===== src/rtl/hkpr_pkg.sv =====
// shared types, keycodes and helpers for the keyboard press and repeat block
package hkpr_pkg;

    localparam int IN_SLOTS   = 6;
    localparam int KEY_W      = 8;
    localparam int TIME_W     = 32;
    localparam int KEY_FLAG_W = 12;
    localparam int FLAGS_W    = 14;
    localparam int IN_DATA_W  = 88;
    localparam int OUT_DATA_W = 32;

    localparam logic [KEY_W-1:0] MOD_CTRL  = 8'h11;
    localparam logic [KEY_W-1:0] MOD_SHIFT = 8'h22;

    localparam logic [KEY_W-1:0] KC_UP     = 8'h52;
    localparam logic [KEY_W-1:0] KC_DOWN   = 8'h51;
    localparam logic [KEY_W-1:0] KC_LEFT   = 8'h50;
    localparam logic [KEY_W-1:0] KC_RIGHT  = 8'h4F;
    localparam logic [KEY_W-1:0] KC_SPACE  = 8'h2C;
    localparam logic [KEY_W-1:0] KC_ESCAPE = 8'h29;
    localparam logic [KEY_W-1:0] KC_A      = 8'h04;
    localparam logic [KEY_W-1:0] KC_D      = 8'h07;
    localparam logic [KEY_W-1:0] KC_E      = 8'h08;
    localparam logic [KEY_W-1:0] KC_Q      = 8'h14;
    localparam logic [KEY_W-1:0] KC_S      = 8'h16;
    localparam logic [KEY_W-1:0] KC_W      = 8'h1A;

    localparam logic [TIME_W-1:0] DELAY_RESET    = 32'd400000;
    localparam logic [TIME_W-1:0] INTERVAL_RESET = 32'd80000;

    typedef enum logic [1:0] {
        MODE_REPORT     = 2'd0,
        MODE_POLL       = 2'd1,
        MODE_DISCONNECT = 2'd2
    } t_mode;

    typedef enum logic [0:0] {
        CFG_DELAY    = 1'b0,
        CFG_INTERVAL = 1'b1
    } t_cfg_reg;

    typedef struct packed {
        logic [KEY_W-1:0]      code;
        logic                  is_new;
        logic                  match_held;
        logic [KEY_FLAG_W-1:0] key_flags;
    } t_lane_res;

    typedef struct packed {
        logic                  new_found;
        logic [KEY_W-1:0]      new_code;
        logic                  held_present;
        logic [KEY_FLAG_W-1:0] key_flags;
    } t_merge_res;

    function automatic logic [KEY_FLAG_W-1:0] key_flag_of(input logic [KEY_W-1:0] code);
        logic [KEY_FLAG_W-1:0] f;
        f = '0;
        unique case (code)
            KC_A:      f[0]  = 1'b1;
            KC_D:      f[1]  = 1'b1;
            KC_E:      f[2]  = 1'b1;
            KC_Q:      f[3]  = 1'b1;
            KC_S:      f[4]  = 1'b1;
            KC_W:      f[5]  = 1'b1;
            KC_UP:     f[6]  = 1'b1;
            KC_DOWN:   f[7]  = 1'b1;
            KC_LEFT:   f[8]  = 1'b1;
            KC_RIGHT:  f[9]  = 1'b1;
            KC_SPACE:  f[10] = 1'b1;
            KC_ESCAPE: f[11] = 1'b1;
            default:   f = '0;
        endcase
        return f;
    endfunction

    function automatic logic is_suppressed(input logic [KEY_W-1:0] code,
                                           input logic [KEY_W-1:0] modifier);
        return ((modifier & MOD_CTRL) != '0) && (code == KC_UP || code == KC_DOWN);
    endfunction

endpackage


===== src/rtl/hkpr_lane.sv =====
// per-slot lane: new-key check against the previous report, held match, flag decode
module hkpr_lane #(
    parameter int N = 6
) (
    input  logic [7:0]                 i_key,
    input  logic [N-1:0][7:0]          i_last_keys,
    input  logic [7:0]                 i_held_code,
    output hkpr_pkg::t_lane_res        o_res
);
    import hkpr_pkg::*;

    logic [N-1:0] w_seen;

    always_comb begin
        for (int j = 0; j < N; j++) begin
            w_seen[j] = (i_last_keys[j] == i_key);
        end
        o_res.code       = i_key;
        o_res.is_new     = (i_key != '0) && !(|w_seen);
        o_res.match_held = (i_held_code != '0) && (i_key == i_held_code);
        o_res.key_flags  = key_flag_of(i_key);
    end

endmodule


===== src/rtl/hkpr_merge.sv =====
// merge of lane results: first new key in slot order, held key presence, flag word
module hkpr_merge #(
    parameter int N = 6
) (
    input  hkpr_pkg::t_lane_res  i_lanes [N],
    output hkpr_pkg::t_merge_res o_res
);
    import hkpr_pkg::*;

    always_comb begin
        o_res.new_found    = 1'b0;
        o_res.new_code     = '0;
        o_res.held_present = 1'b0;
        o_res.key_flags    = '0;
        for (int i = N - 1; i >= 0; i--) begin
            if (i_lanes[i].is_new) begin
                o_res.new_found = 1'b1;
                o_res.new_code  = i_lanes[i].code;
            end
            o_res.held_present = o_res.held_present | i_lanes[i].match_held;
            o_res.key_flags    = o_res.key_flags | i_lanes[i].key_flags;
        end
    end

endmodule


===== src/rtl/hid_key_press_and_repeat.sv =====
// keyboard poll processor: fresh key press, typematic repeat and held-key flags
//
// input channel (i_s_*): one keyboard poll per item; tuser carries the mode
// (new report, poll without report, disconnect), tdata the modifier byte, six
// keycode slots and the microsecond timestamp
// output channel (o_m_*): exactly one result per poll; tuser carries the event
// valid and repeat flags, tdata the keycode, modifier and held-key flag word
// config port: i_cfg_we writes repeat delay (index 0) or interval (index 1);
// the user must write only while no item is in flight; the block does not enforce it
// output: the result is registered and valid in the cycle after its poll is accepted
// throughput: one poll per cycle while results are taken; all report slots are
// compared in parallel lanes against the stored report, and the two timestamp
// compares close in the same cycle as the repeat state update
// stall: the result sits in an output register; while it is not taken a new
// poll is accepted only in the cycle that the result leaves
// reset: synchronous, active low; stored report and repeat state cleared,
// delay 400000 us and interval 80000 us, output channel empty
module hid_key_press_and_repeat #(
    parameter int REPORT_SLOTS = 6
) (
    input  logic                             i_clk,
    input  logic                             i_rst_n,
    input  logic                             i_s_tvalid,
    output logic                             o_s_tready,
    // modifier_bits, key_slot0..key_slot5, now_us
    input  logic [hkpr_pkg::IN_DATA_W-1:0]   i_s_tdata,
    // mode
    input  logic [1:0]                       i_s_tuser,
    output logic                             o_m_tvalid,
    input  logic                             i_m_tready,
    // event_keycode, event_modifier, held_flags, zero pad
    output logic [hkpr_pkg::OUT_DATA_W-1:0]  o_m_tdata,
    // event_valid, event_is_repeat
    output logic [1:0]                       o_m_tuser,
    input  logic                             i_cfg_we,
    input  logic [0:0]                       i_cfg_addr,
    input  logic [31:0]                      i_cfg_wdata
);
    import hkpr_pkg::*;

    logic [TIME_W-1:0]                r_delay, r_interval;
    logic [REPORT_SLOTS-1:0][KEY_W-1:0] r_last_keys, n_last_keys;
    logic [KEY_W-1:0]                 r_last_mod, n_last_mod;
    logic [KEY_W-1:0]                 r_held_code, n_held_code;
    logic [KEY_W-1:0]                 r_held_mod, n_held_mod;
    logic [TIME_W-1:0]                r_since, n_since;
    logic [TIME_W-1:0]                r_emit, n_emit;
    logic                             r_out_valid;
    logic                             r_out_ev, n_out_ev;
    logic                             r_out_rep, n_out_rep;
    logic [KEY_W-1:0]                 r_out_code, n_out_code;
    logic [KEY_W-1:0]                 r_out_mod, n_out_mod;
    logic [FLAGS_W-1:0]               r_out_flags, n_out_flags;

    t_mode                            w_mode;
    logic                             w_accept;
    logic [KEY_W-1:0]                 w_in_mod;
    logic [TIME_W-1:0]                w_now;
    logic [REPORT_SLOTS-1:0][KEY_W-1:0] w_cur_keys, w_act_keys;
    logic [KEY_W-1:0]                 w_act_mod;
    t_lane_res                        w_lanes [REPORT_SLOTS];
    t_merge_res                       w_merge;
    logic                             w_fresh, w_restart, w_due;

    assign w_mode     = t_mode'(i_s_tuser);
    assign w_in_mod   = i_s_tdata[7:0];
    assign w_now      = i_s_tdata[87:56];
    assign o_s_tready = !r_out_valid || i_m_tready;
    assign w_accept   = i_s_tvalid && o_s_tready;

    genvar g;
    generate
        for (g = 0; g < REPORT_SLOTS; g++) begin : g_lane
            if (g < IN_SLOTS) begin : g_used
                assign w_cur_keys[g] = i_s_tdata[KEY_W*(g+1) +: KEY_W];
            end else begin : g_empty
                assign w_cur_keys[g] = '0;
            end
            assign w_act_keys[g] = (w_mode == MODE_REPORT) ? w_cur_keys[g] : r_last_keys[g];
            hkpr_lane #(.N(REPORT_SLOTS)) u_lane (
                .i_key       (w_act_keys[g]),
                .i_last_keys (r_last_keys),
                .i_held_code (r_held_code),
                .o_res       (w_lanes[g])
            );
        end
    endgenerate

    hkpr_merge #(.N(REPORT_SLOTS)) u_merge (
        .i_lanes (w_lanes),
        .o_res   (w_merge)
    );

    assign w_act_mod = (w_mode == MODE_REPORT) ? w_in_mod : r_last_mod;
    assign w_fresh   = (w_mode == MODE_REPORT) && w_merge.new_found;
    assign w_restart = w_merge.held_present && (w_act_mod != r_held_mod);

    always_comb begin
        if (w_restart) begin
            w_due = (r_delay == '0) && (r_interval == '0);
        end else begin
            w_due = ((w_now - r_since) >= r_delay) && ((w_now - r_emit) >= r_interval);
        end
    end

    always_comb begin
        n_last_keys = r_last_keys;
        n_last_mod  = r_last_mod;
        n_held_code = r_held_code;
        n_held_mod  = r_held_mod;
        n_since     = r_since;
        n_emit      = r_emit;
        n_out_ev    = 1'b0;
        n_out_rep   = 1'b0;
        n_out_code  = '0;
        n_out_mod   = '0;
        n_out_flags = '0;
        if (w_mode == MODE_DISCONNECT) begin
            n_last_keys = '0;
            n_last_mod  = '0;
            n_held_code = '0;
            n_held_mod  = '0;
            n_since     = '0;
            n_emit      = '0;
        end else begin
            if (w_mode == MODE_REPORT) begin
                n_last_keys = w_cur_keys;
                n_last_mod  = w_in_mod;
            end
            n_out_flags = {w_merge.key_flags,
                           |(w_act_mod & MOD_CTRL),
                           |(w_act_mod & MOD_SHIFT)};
            if (w_fresh) begin
                n_held_code = w_merge.new_code;
                n_held_mod  = w_in_mod;
                n_since     = w_now;
                n_emit      = w_now;
                if (!is_suppressed(w_merge.new_code, w_in_mod)) begin
                    n_out_ev   = 1'b1;
                    n_out_code = w_merge.new_code;
                    n_out_mod  = w_in_mod;
                end
            end else if (r_held_code != '0) begin
                if (!w_merge.held_present) begin
                    n_held_code = '0;
                    n_held_mod  = '0;
                    n_since     = '0;
                    n_emit      = '0;
                end else begin
                    if (w_restart) begin
                        n_held_mod = w_act_mod;
                        n_since    = w_now;
                        n_emit     = w_now;
                    end
                    if (w_due) begin
                        n_emit = w_now;
                        if (!is_suppressed(r_held_code, w_act_mod)) begin
                            n_out_ev   = 1'b1;
                            n_out_rep  = 1'b1;
                            n_out_code = r_held_code;
                            n_out_mod  = w_act_mod;
                        end
                    end
                end
            end
        end
    end

    always_ff @(posedge i_clk) begin
        if (!i_rst_n) begin
            r_delay     <= DELAY_RESET;
            r_interval  <= INTERVAL_RESET;
            r_last_keys <= '0;
            r_last_mod  <= '0;
            r_held_code <= '0;
            r_held_mod  <= '0;
            r_since     <= '0;
            r_emit      <= '0;
            r_out_valid <= 1'b0;
        end else begin
            if (i_cfg_we) begin
                unique case (t_cfg_reg'(i_cfg_addr))
                    CFG_DELAY:    r_delay    <= i_cfg_wdata;
                    CFG_INTERVAL: r_interval <= i_cfg_wdata;
                endcase
            end
            if (w_accept) begin
                r_last_keys <= n_last_keys;
                r_last_mod  <= n_last_mod;
                r_held_code <= n_held_code;
                r_held_mod  <= n_held_mod;
                r_since     <= n_since;
                r_emit      <= n_emit;
                r_out_valid <= 1'b1;
            end else if (i_m_tready) begin
                r_out_valid <= 1'b0;
            end
        end
    end

    always_ff @(posedge i_clk) begin
        if (w_accept) begin
            r_out_ev    <= n_out_ev;
            r_out_rep   <= n_out_rep;
            r_out_code  <= n_out_code;
            r_out_mod   <= n_out_mod;
            r_out_flags <= n_out_flags;
        end
    end

    assign o_m_tvalid = r_out_valid;
    assign o_m_tdata  = {2'b00, r_out_flags, r_out_mod, r_out_code};
    assign o_m_tuser  = {r_out_rep, r_out_ev};

    a_repeat_is_event: assert property (@(posedge i_clk) disable iff (!i_rst_n)
        (r_out_valid && r_out_rep) |-> r_out_ev)
        else $error("repeat flag without event");

    a_event_has_code: assert property (@(posedge i_clk) disable iff (!i_rst_n)
        (r_out_valid && r_out_ev) |-> (r_out_code != '0))
        else $error("event with empty keycode");

    a_repeat_of_held: assert property (@(posedge i_clk) disable iff (!i_rst_n)
        (r_out_valid && r_out_rep) |-> (r_held_code == r_out_code))
        else $error("repeat keycode differs from held key");

    a_disconnect_clears: assert property (@(posedge i_clk) disable iff (!i_rst_n)
        (w_accept && w_mode == MODE_DISCONNECT) |=>
            (r_held_code == '0 && r_last_mod == '0 && r_out_flags == '0 && !r_out_ev))
        else $error("disconnect left state behind");

endmodule

===== config.mk =====
export PLATFORM = sky130hd
export DESIGN_NAME = hid_key_press_and_repeat
export DESIGN_NICKNAME = d
export VERILOG_FILES = /design/src/rtl/hkpr_pkg.sv /design/src/rtl/hkpr_lane.sv /design/src/rtl/hkpr_merge.sv /design/src/rtl/hid_key_press_and_repeat.sv
export SDC_FILE = /design/constraint.sdc
export NUM_CORES = 1
export LEC_CHECK = 0
export BUFFER_PORTS_ARGS = -buffer_cell sky130_fd_sc_hd__buf_2
export CORE_ASPECT_RATIO = 1.5
export CORE_MARGIN = 1
export CORE_UTILIZATION = 40
export CTS_BUF_LIST = sky130_fd_sc_hd__clkbuf_8
export DETAILED_ROUTE_END_ITERATION = 8
export HOLD_SLACK_MARGIN = 0.05
export PLACE_DENSITY = 0.56
export REMOVE_ABC_BUFFERS = 1
export SETUP_SLACK_MARGIN = 0.15
export SYNTH_ARGS = -nofsm -noshare
export SYNTH_HDL_FRONTEND = slang
export SYNTH_SLANG_ARGS = --single-unit

===== constraint.sdc =====
create_clock -name i_clk -period 9.1 [get_ports i_clk]
set_clock_uncertainty 0.1 [all_clocks]
set_input_delay 0.91 -clock i_clk [delete_from_list [all_inputs] [get_ports i_clk]]
set_output_delay 0.91 -clock i_clk [all_outputs]
set_load 0.01 [all_outputs]

==> results of run 1 <==
[critical path, delay by kind of cell]
kind	cells	cell delay [ns]
XOR/XNOR	1	0.09
buffers and inverters	3	0.23
AND/OR/NAND/NOR	9	2.14
AO/OA/AOI/OAI	12	3.09
multiplexers	1	0.24
adder cells (fa/ha/maj)	3	0.84
[sequential cells by signal, summed over array words and instances (netlist names)]
signal	flops
o_m_tvalid	1
r_delay	32
r_emit	32
r_held_code	8
r_held_mod	8
r_interval	32
r_last_keys	48
r_last_mod	8
r_out_code	8
r_out_ev	1
r_out_flags	14
r_out_mod	8
r_out_rep	1
r_since	32
[cell usage in the layout, fill, tap and decap left out, types with 47 or more instances in the layout]
cell type,n
sky130_fd_sc_hd__a21oi_1,235
sky130_fd_sc_hd__a22oi_1,47
sky130_fd_sc_hd__a31oi_1,72
sky130_fd_sc_hd__buf_2,161
sky130_fd_sc_hd__buf_4,79
sky130_fd_sc_hd__clkbuf_8,51
sky130_fd_sc_hd__dfxtp_1,201
sky130_fd_sc_hd__ha_1,126
sky130_fd_sc_hd__inv_1,233
sky130_fd_sc_hd__nand2_1,253
sky130_fd_sc_hd__nand3_1,81
sky130_fd_sc_hd__nand4_1,51
sky130_fd_sc_hd__nor2_1,215
sky130_fd_sc_hd__nor3_1,64
sky130_fd_sc_hd__nor4_1,78
sky130_fd_sc_hd__o21ai_0,92
sky130_fd_sc_hd__xnor2_1,234
sky130_fd_sc_hd__xor2_1,122
[layer usage]
| layer | GRT usage | vias up |
|---|---|---|
| met4 | 0.3313 | 0 |
| met2 | 0.6700 | 1090 |
| met5 | 0 | - |
| met3 | 0.05739 | 428 |
| met1 | 0.3702 | 10950 |
| li1 | - | 10430 |
[kinds of logic (layout without fill, tap and decap cells)]
kind of cell | count (synthesis) | after routing | share of synthesized area
AOI/OAI and AO/OA | 765 | 765 | 0.2322
and+or+nand+nor | 918 | 918 | 0.2068
xor gates and xnor gates | 356 | 356 | 0.1435
muxes | 52 | 52 | 0.02540
other | 1 | 4 | 0.0001726
DFF | 233 | 233 | 0.2295
adders and majority gates | 128 | 128 | 0.07442
buffers and inverters | 468 | 540 | 0.08795
[worst min path at each step]
| stage | slack [ns] | end | cells after the start | from |
|---|---|---|---|---|
| finish | 0.35 | r_emit[9] | 2 | r_emit[9] |
| global route | 0.37 | r_emit[12] | 2 | r_emit[12] |
| CTS | 0.35 | r_emit[9] | 2 | r_emit[9] |
| detailed placement | 0.34 | r_emit[9] | 2 | r_emit[9] |
| global placement | 0.34 | r_emit[16] | 2 | r_emit[16] |
| floorplan | 0.33 | r_emit[10] | 2 | r_emit[10] |
[synthesized netlist by cell type, drive strengths merged (7+ instances only)]
library cell and number:
nand2 253, a21oi 236, xnor2 234, inv 218
nor2 218, dfxtp 201, clkbuf 144, ha 126
xor2 122, buf 103, o21ai 95, nand3 81
nor4 80, a31oi 73, nor3 64, nand4 51
a22oi 47, mux2i 45, a21o 44, nor2b 41
nand2b 39, edfxtp 32, o211ai 29, o22ai 24
and2 21, a211oi 20, and3 19, a2111oi 18
a221oi 18, o31ai 18, nor3b 15, o2111ai 15
o21a 15, o21bai 14, a21boi 12, a32oi 11
a222oi 10, o221ai 9, or3 9, or4 8
a22o 7
[final cells by class]
type / count / share of cell area
Clock inverter: 24 / 0.004619
Timing Repair Buffer: 244 / 0.06204
Inverter: 221 / 0.03501
Sequential cell: 233 / 0.2091
Clock buffer: 51 / 0.02945
Tap cell: 689 / 0.03617
Antenna cell: 2 / 0.0002100
Multi-Input combinational cell: 2221 / 0.6234
[per-stage QoR]
step	power (mW)	cell area (um^2)	hold WS (ns)	util	setup slack, ns
2_1_floorplan	2.483	20650	0.3319	-	0.9189
3_3_place_gp	3.151	23020	0.3378	0.4294	1.361
3_5_place_dp	3.191	23020	0.3438	0.4294	1.274
4_1_cts	4.205	23830	0.3515	0.4445	1.878
5_1_grt	4.446	23840	0.3664	0.4446	1.418
6_report	4.200	23840	0.3495	0.4446	1.876
[power by group through the flow]
stage / logic (mW) / clock network [mW] / registers [mW]
after floorplan: 1.24 / 0 / 1.24
after global placement: 1.89 / 0 / 1.26
after detailed placement: 1.93 / 0 / 1.26
after CTS: 1.94 / 1.03 / 1.24
after global routing: 2.13 / 1.06 / 1.25
final: 1.95 / 1.00 / 1.24
==> impl_summary.log, run 1 <==
INFO  metric synthDistinctLibCells = 94
INFO  metric fin_crit_sh = 0.7938
INFO  metric min-delay-path-class = reg -> reg
INFO  metric drt.antenna.violating_nets = 0
INFO  metric nFillCells = 5610
INFO  metric critical_path.most_common_cell = sky130_fd_sc_hd__a21oi_1
INFO  metric synth-main-ff-cell = sky130_fd_sc_hd__dfxtp_1
INFO  metric setup.worst_path.end = r_out_code[4]
INFO  metric synth_async_sr_flop_share = 0
INFO  metric drt_first_iter_violations = 1719
INFO  metric critical_path.reg2reg.endpoint = r_out_code[4]
INFO  metric port_buffers = 161
INFO  metric die_height = 287.4 um
INFO  metric ctsRootBufferMaster = sky130_fd_sc_hd__clkbuf_8
INFO  metric cp-startpoint = i_s_tdata[56]
INFO  metric areaGrowthSynthToFinish = 9.728%
INFO  metric place.detailed.hpwl = 78810 um
INFO  metric mappedNetlistArea = 21720 um^2
INFO  metric remaining_drc_errors = 0
INFO  metric core-area = 53610 um^2
INFO  metric synth_enable_flop_cells = 32
INFO  metric routedLengthMet1 = 35710 um
INFO  metric maxClockFrequency = 138.4 MHz
INFO  metric critPathArrivalTime = 7.56 ns
INFO  metric top_layer_used = met4
INFO  metric floorplan.io_pins = 164
INFO  metric synthDominantCellAreaShare = 0.1852
INFO  metric crit_slowest_cell = sky130_fd_sc_hd__a31oi_1
INFO  metric post-place-cells = 3608
INFO  metric crit-reg2reg-launch = r_since[0]
INFO  metric timing.max_slew.rel_slack = 0.1479
INFO  metric total_vias_in_the_final_route = 22900
INFO  metric reg2reg_slack = 2.00 ns
INFO  metric grt_max_degree = 136
INFO  metric net-switching-power = 1.816 mW
INFO  metric synth_area_leaders = sky130_fd_sc_hd__dfxtp_1 (19%), sky130_fd_sc_hd__xnor2_1 (9.4%), sky130_fd_sc_hd__ha_1 (7.3%)
INFO  metric vdd.ir_drop.worst = 0.0001663 V
INFO  metric clock_power_share = 0.239
INFO  metric chip_width = 192.3 um
INFO  metric finish.net_count = 3218
INFO  metric drv.max_cap_violation_count = 0
INFO  metric drt-total-wl = 105200 um
INFO  metric critical_path.max_stage_delay = 0.52 ns
INFO  metric worstRegToRegCells = 27
INFO  metric finalWeightedCongestion = 0.9723
INFO  metric h_tree_lvls = 2
INFO  metric postSynthRegisterBits = 233
INFO  metric routed-wl-met2 = 52680 um
INFO  metric critical_path_end_type = register
INFO  metric multi_input_area = 14860 um^2
INFO  metric warnings_synthesis = 0
INFO  metric drt-wirelength-per-cell = 28.54 um
INFO  metric met3WireLength = 6186 um
INFO  metric initial_antenna_violation_count = 2
INFO  metric run_status = completed
INFO  metric syn_inst = 2921
INFO  metric finalHoldViolations = 0
INFO  metric critPathMaxFanout = 12
INFO  metric clk_slew_on_worst_s_h_paths = 0.06 ns
INFO  metric power.internal = 2.384 mW
INFO  metric global_route_wire_length_before_repair = 150100 um
INFO  metric power_density = 176.2 nW/um^2
INFO  metric seqPwrFrac = 0.296
INFO  metric vias_per_cell = 6.215
INFO  metric cts_setup_buffers = 0
INFO  metric total_cts_buffers = 41
INFO  metric clk-insertion-delay-late = 0.65 ns
INFO  metric dieArea = 55260 um^2
INFO  metric floorplan.rows = 104
INFO  metric layout-drive-gt1-share = 0.1139
INFO  metric startpoint_type = input pin
INFO  metric final_period_minus_worst_setup_slack = 7.224 ns
INFO  metric vias_in_the_first_global_route = 22670
INFO  metric netSwitchingFraction = 0.4324
INFO  metric crit_required = 9.44 ns
INFO  metric gr-total-overflow = 0
INFO  metric post_cts.resized_instances = 0
INFO  metric ys_seq_area_frac = 0.2295
INFO  metric timing.setup.critical_path_class = in -> reg
INFO  metric final_cells = 3685
INFO  metric cts.hold.buffers_added = 0
INFO  metric finalSetupTns = 0 ns
INFO  metric max_slew.worst_pin.slew = 1.276 ns
INFO  metric clk_path_buf_depth = 3
INFO  metric setup_viol = 0
INFO  metric seq_area = 4985 um^2
INFO  metric cts_tree = built
INFO  metric globalRouteTotalUtil = 0.3743
INFO  metric drv_slew = 0
INFO  metric yosysTopAreaCell = sky130_fd_sc_hd__dfxtp_1
INFO  metric synth.avg_cell_area = 7.437 um^2
INFO  metric power.combinational.fraction = 0.465
INFO  metric detailed_routing_iterations_pass_1 = 8
INFO  metric setup_repair_after_global_routing_missed_its_margin = no
INFO  metric cts.sinks = 233
INFO  metric power.static_leakage = 9.162 nW
INFO  metric floorplan.initialDensity = 0.4052
No activity file was read; power rests on OpenSTA's default activity.
==> run 2, diff against run 1 <==
--- a/config.mk
+++ b/config.mk
@@ -5,6 +5,7 @@
 export SDC_FILE = /design/constraint.sdc
 export NUM_CORES = 1
 export LEC_CHECK = 0
+export ABC_AREA = 1
 export BUFFER_PORTS_ARGS = -buffer_cell sky130_fd_sc_hd__buf_2
 export CORE_ASPECT_RATIO = 1.5
 export CORE_MARGIN = 1
@@ -12,7 +13,7 @@
 export CTS_BUF_LIST = sky130_fd_sc_hd__clkbuf_8
 export DETAILED_ROUTE_END_ITERATION = 8
 export HOLD_SLACK_MARGIN = 0.05
-export PLACE_DENSITY = 0.56
+export PLACE_DENSITY = 0.58
 export REMOVE_ABC_BUFFERS = 1
 export SETUP_SLACK_MARGIN = 0.15
 export SYNTH_ARGS = -nofsm -noshare
==> constraint.sdc (replaced) <==
create_clock -name i_clk -period 6.6 [get_ports i_clk]
set_clock_uncertainty 0.1 [all_clocks]
set_input_delay 0.66 -clock i_clk [delete_from_list [all_inputs] [get_ports i_clk]]
set_output_delay 0.66 -clock i_clk [all_outputs]
set_load 0.01 [all_outputs]
==> run 2 against run 1 <==
Against the previous run:
- final cell count grew 17%
- combinational power grew 87%
- clock power grew 42%
- largest power group unchanged
- highest routed layer is now met5
==> impl_summary.log, run 2 <==
INFO  metric run_status = completed (unchanged)
INFO  metric gr-total-overflow = 0 (unchanged)
INFO  metric clk_slew_on_worst_s_h_paths = 0.06 ns (about the same)
INFO  metric drt-wirelength-per-cell = 22.90 um (was 28.54 um)
INFO  metric multi_input_area = 13930 um^2 (was 14860 um^2)
INFO  metric cp-startpoint = r_since[2] (was i_s_tdata[56])
INFO  metric critical_path.most_common_cell = sky130_fd_sc_hd__nand2_1 (was sky130_fd_sc_hd__a21oi_1)
INFO  metric initial_antenna_violation_count = 4 (was 2)
INFO  metric synth_area_leaders = sky130_fd_sc_hd__dfxtp_1 (19%), sky130_fd_sc_hd__nand2_1 (16%), sky130_fd_sc_hd__ha_1 (7.4%) (was sky130_fd_sc_hd__dfxtp_1 (19%), sky130_fd_sc_hd__xnor2_1 (9.4%), sky130_fd_sc_hd__ha_1 (7.3%))
INFO  metric crit-reg2reg-launch = r_since[2] (was r_since[0])
INFO  metric dpl_worst_slack = 0.4675 ns (was 1.274 ns)
INFO  metric vdd.ir_drop.worst = 0.0001697 V (was 0.0001663 V)
INFO  metric ys_seq_area_frac = 0.2332 (was 0.2295)
INFO  metric synth.avg_cell_area = 6.155 um^2 (was 7.437 um^2)
INFO  metric final_period_minus_worst_setup_slack = 5.734 ns
INFO  metric warnings_synthesis = 0 (unchanged)
INFO  metric regMostFlops = r_last_keys (unchanged)
INFO  metric remaining_drc_errors = 0 (unchanged)
INFO  metric synth_async_sr_flop_share = 0 (unchanged)
INFO  metric worst_slack = 0.8657 ns (was 1.876 ns)
INFO  metric synth_enable_flop_cells = 32 (unchanged)
INFO  metric post_cts.resized_instances = 0 (unchanged)
INFO  metric critPathArrivalTime = 6.21 ns (was 7.56 ns)
INFO  metric finalSetupTns = 0 ns (unchanged)
INFO  metric finalWeightedCongestion = 1.071 (was 0.9723)
INFO  metric place.detailed.hpwl = 77030 um (was 78810 um)
INFO  metric h_tree_lvls = 2 (unchanged)
INFO  metric ctsRootBufferMaster = sky130_fd_sc_hd__clkbuf_8 (unchanged)
INFO  metric globalRouteTotalUtil = 0.3566 (was 0.3743)
INFO  metric floorplan.initialDensity = 0.4055 (was 0.4052)
INFO  metric dieArea = 54380 um^2 (was 55260 um^2)
INFO  metric synthDistinctLibCells = 58 (was 94)
INFO  metric chip_width = 190.7 um (was 192.3 um)
INFO  metric vias_in_the_first_global_route = 22840 (was 22670)
INFO  metric synth-main-ff-cell = sky130_fd_sc_hd__dfxtp_1 (unchanged)
INFO  metric most-common-layout-cells = sky130_fd_sc_hd__nand2_1 (931), sky130_fd_sc_hd__inv_1 (422), sky130_fd_sc_hd__nor2_1 (400), sky130_fd_sc_hd__nand3_1 (254), sky130_fd_sc_hd__dfxtp_1 (201) (was sky130_fd_sc_hd__nand2_1 (253), sky130_fd_sc_hd__a21oi_1 (235), sky130_fd_sc_hd__xnor2_1 (234), sky130_fd_sc_hd__inv_1 (233), sky130_fd_sc_hd__nor2_1 (215))
INFO  metric yosysTopAreaCell = sky130_fd_sc_hd__dfxtp_1 (unchanged)
INFO  metric timing.setup.critical_path_class = reg -> reg (was in -> reg)
INFO  metric global_route_wire_length_before_repair = 143200 um (was 150100 um)
INFO  metric max_slew.worst_pin.slew = 1.135 ns (was 1.276 ns)
INFO  metric finish.net_count = 3850 (was 3218)
INFO  metric total_cts_buffers = 42 (was 41)
INFO  metric drv_slew = 0 (unchanged)
INFO  metric nFillCells = 5859 (was 5610)
INFO  metric areaGrowthSynthToFinish = 10.64% (was 9.728%)
INFO  metric die_height = 285.1 um (was 287.4 um)
INFO  metric number_of_flip_flops_in_the_largest_register = 48 (unchanged)
INFO  metric detailed_routing_iterations_pass_1 = 5 (was 8)
INFO  metric startpoint_type = register (was input pin)
INFO  metric power.static_leakage = 11.48 nW (was 9.162 nW)
INFO  metric syn_inst = 3472 (was 2921)
INFO  metric critical_path.max_stage_delay = 0.56 ns (was 0.52 ns)
INFO  metric floorplan.rows = 103 (was 104)
INFO  metric vias_per_cell = 5.527 (was 6.215)
INFO  metric drt.antenna.violating_nets = 0 (unchanged)
INFO  metric core-area = 52710 um^2 (was 53610 um^2)
INFO  metric cts_setup_buffers = 0 (unchanged)
INFO  metric crit_slowest_cell = sky130_fd_sc_hd__inv_2 (was sky130_fd_sc_hd__a31oi_1)
INFO  metric power_density = 289.6 nW/um^2 (was 176.2 nW/um^2)
INFO  metric mappedNetlistArea = 21370 um^2 (was 21720 um^2)
INFO  metric seq_area = 4985 um^2 (unchanged)
INFO  metric fin_crit_sh = 0.8688
INFO  metric min-delay-start = i_cfg_wdata[0] (was r_emit[9])
INFO  metric maxClockFrequency = 174.4 MHz
INFO  metric floorplan.io_pins = 164 (unchanged)
INFO  metric crit_required = 7.07 ns (was 9.44 ns)
INFO  metric drv.max_cap_violation_count = 0 (unchanged)
INFO  metric cts_tree = built (unchanged)
INFO  metric drt_first_iter_violations = 1785 (was 1719)
INFO  metric finalHoldViolations = 0 (unchanged)
INFO  metric port_buffers = 161 (unchanged)
INFO  metric cts.hold.buffers_added = 0 (unchanged)
INFO  metric critical_path_end_type = register (unchanged)
INFO  metric grt_max_degree = 91 (was 136)
INFO  metric synthDominantCellAreaShare = 0.1883 (was 0.1852)
INFO  metric layout-drive-gt1-share = 0.1115 (was 0.1139)
INFO  metric synthTopCellsByCount = sky130_fd_sc_hd__nand2_1 (933), sky130_fd_sc_hd__inv_1 (411), sky130_fd_sc_hd__nor2_1 (401) (was sky130_fd_sc_hd__nand2_1 (253), sky130_fd_sc_hd__a21oi_1 (235), sky130_fd_sc_hd__xnor2_1 (234))
INFO  metric clk_path_buf_depth = 3 (unchanged)
INFO  metric setup_repair_after_global_routing_missed_its_margin = no (unchanged)
INFO  metric timing.max_slew.rel_slack = 0.2382 (was 0.1479)
INFO  metric clk-insertion-delay-late = 0.65 ns (about the same)
INFO  metric critPathMaxFanout = 32 (was 12)
INFO  metric cts.sinks = 233 (unchanged)
INFO  metric min-delay-path-class = in -> reg (was reg -> reg)
INFO  metric fin_hold_ws = 0.1569 ns (was 0.3495 ns)
INFO  metric synth_most_common_cell = sky130_fd_sc_hd__nand2_1 (unchanged)
INFO  metric postSynthRegisterBits = 233 (unchanged)
INFO  metric setup_viol = 0 (unchanged)
INFO  metric total_vias_in_the_final_route = 23800 (was 22900)
INFO  metric mostFrequentLayoutCell = sky130_fd_sc_hd__nand2_1 (unchanged)
INFO  metric drt-total-wl = 98590 um (was 105200 um)
-- run 2: changes by cell type in the layout (fill, tap and decap cells not counted), sizes merged, moves of 46 or more --
cell,before,now
a21oi,236,187
a31oi,73,19
nor4,80,21
nor2,218,406
nand3,81,256
xnor2,234,22
o21ai,95,206
inv,236,455
nand2,253,976
a22oi,47,1
-- run 2: critical path: cells and delay by family (launching register included) --
family,cells,cell delay [ns]
DFF,1,0.31
xor gates and xnor gates,1,0.18
buffers and inverters,4,0.87
adders and majority gates,2,0.61
and+or+nand+nor,10,0.99
AOI/OAI and AO/OA,11,2.56
-- run 2: routing by layer --
layer	share of wire	up-vias	global-route usage
met1	0.33	10750	0.3402
li1	-	11570	-
met3	0.059	431	0.06142
met5	0.00011	-	0
met4	0.11	2	0.3240
met2	0.50	1047	0.6455
-- run 2: layout make-up --
class | count | area share
inverter | 453 | 0.07212
clock inverter | 20 | 0.004603
timing repair buffer | 224 | 0.05672
multi-input combinational | 2640 | 0.5892
antenna | 2 | 0.0002117
tap | 682 | 0.03609
sequential | 233 | 0.2108
clock buffer | 52 | 0.03027
-- run 2: stage by stage --
step                      std cells    util  cell area [um^2]  total power, mW
final                          4306  0.4486             23650            6.848
after global routing           4305  0.4486             23640            7.333
after CTS                      4304  0.4485             23640            6.831
after detailed placement       4232  0.4329             22820            5.391
after global placement         4232  0.4329             22820            5.390
after floorplan                3326       -             20590            4.150
-- run 2: kinds of logic (layout without fill, tap and decap cells) --
family	count (synthesis)	count (layout)	share of synthesized area
other	1	4	0.0001755
xor gates and xnor gates	154	154	0.06311
buffers and inverters	600	749	0.1162
DFF	233	233	0.2332
and+or+nand+nor	1780	1780	0.3503
adders and majority gates	128	128	0.07564
AOI/OAI and AO/OA	576	576	0.1614
-- run 2: power breakdown --
part | internal, mW | switching [mW]
clock | 0.716 | 0.700
combinational | 1.23 | 2.42
sequential | 1.65 | 0.128
-- run 2: final timing paths --
kind	slack (ns)	to	cells past startpoint
max	0.87	r_emit[18]	28
min	0.16	r_delay[0]	3
max reg2reg	0.87	r_emit[18]	28
min reg2reg	0.36	r_last_mod[3]	2
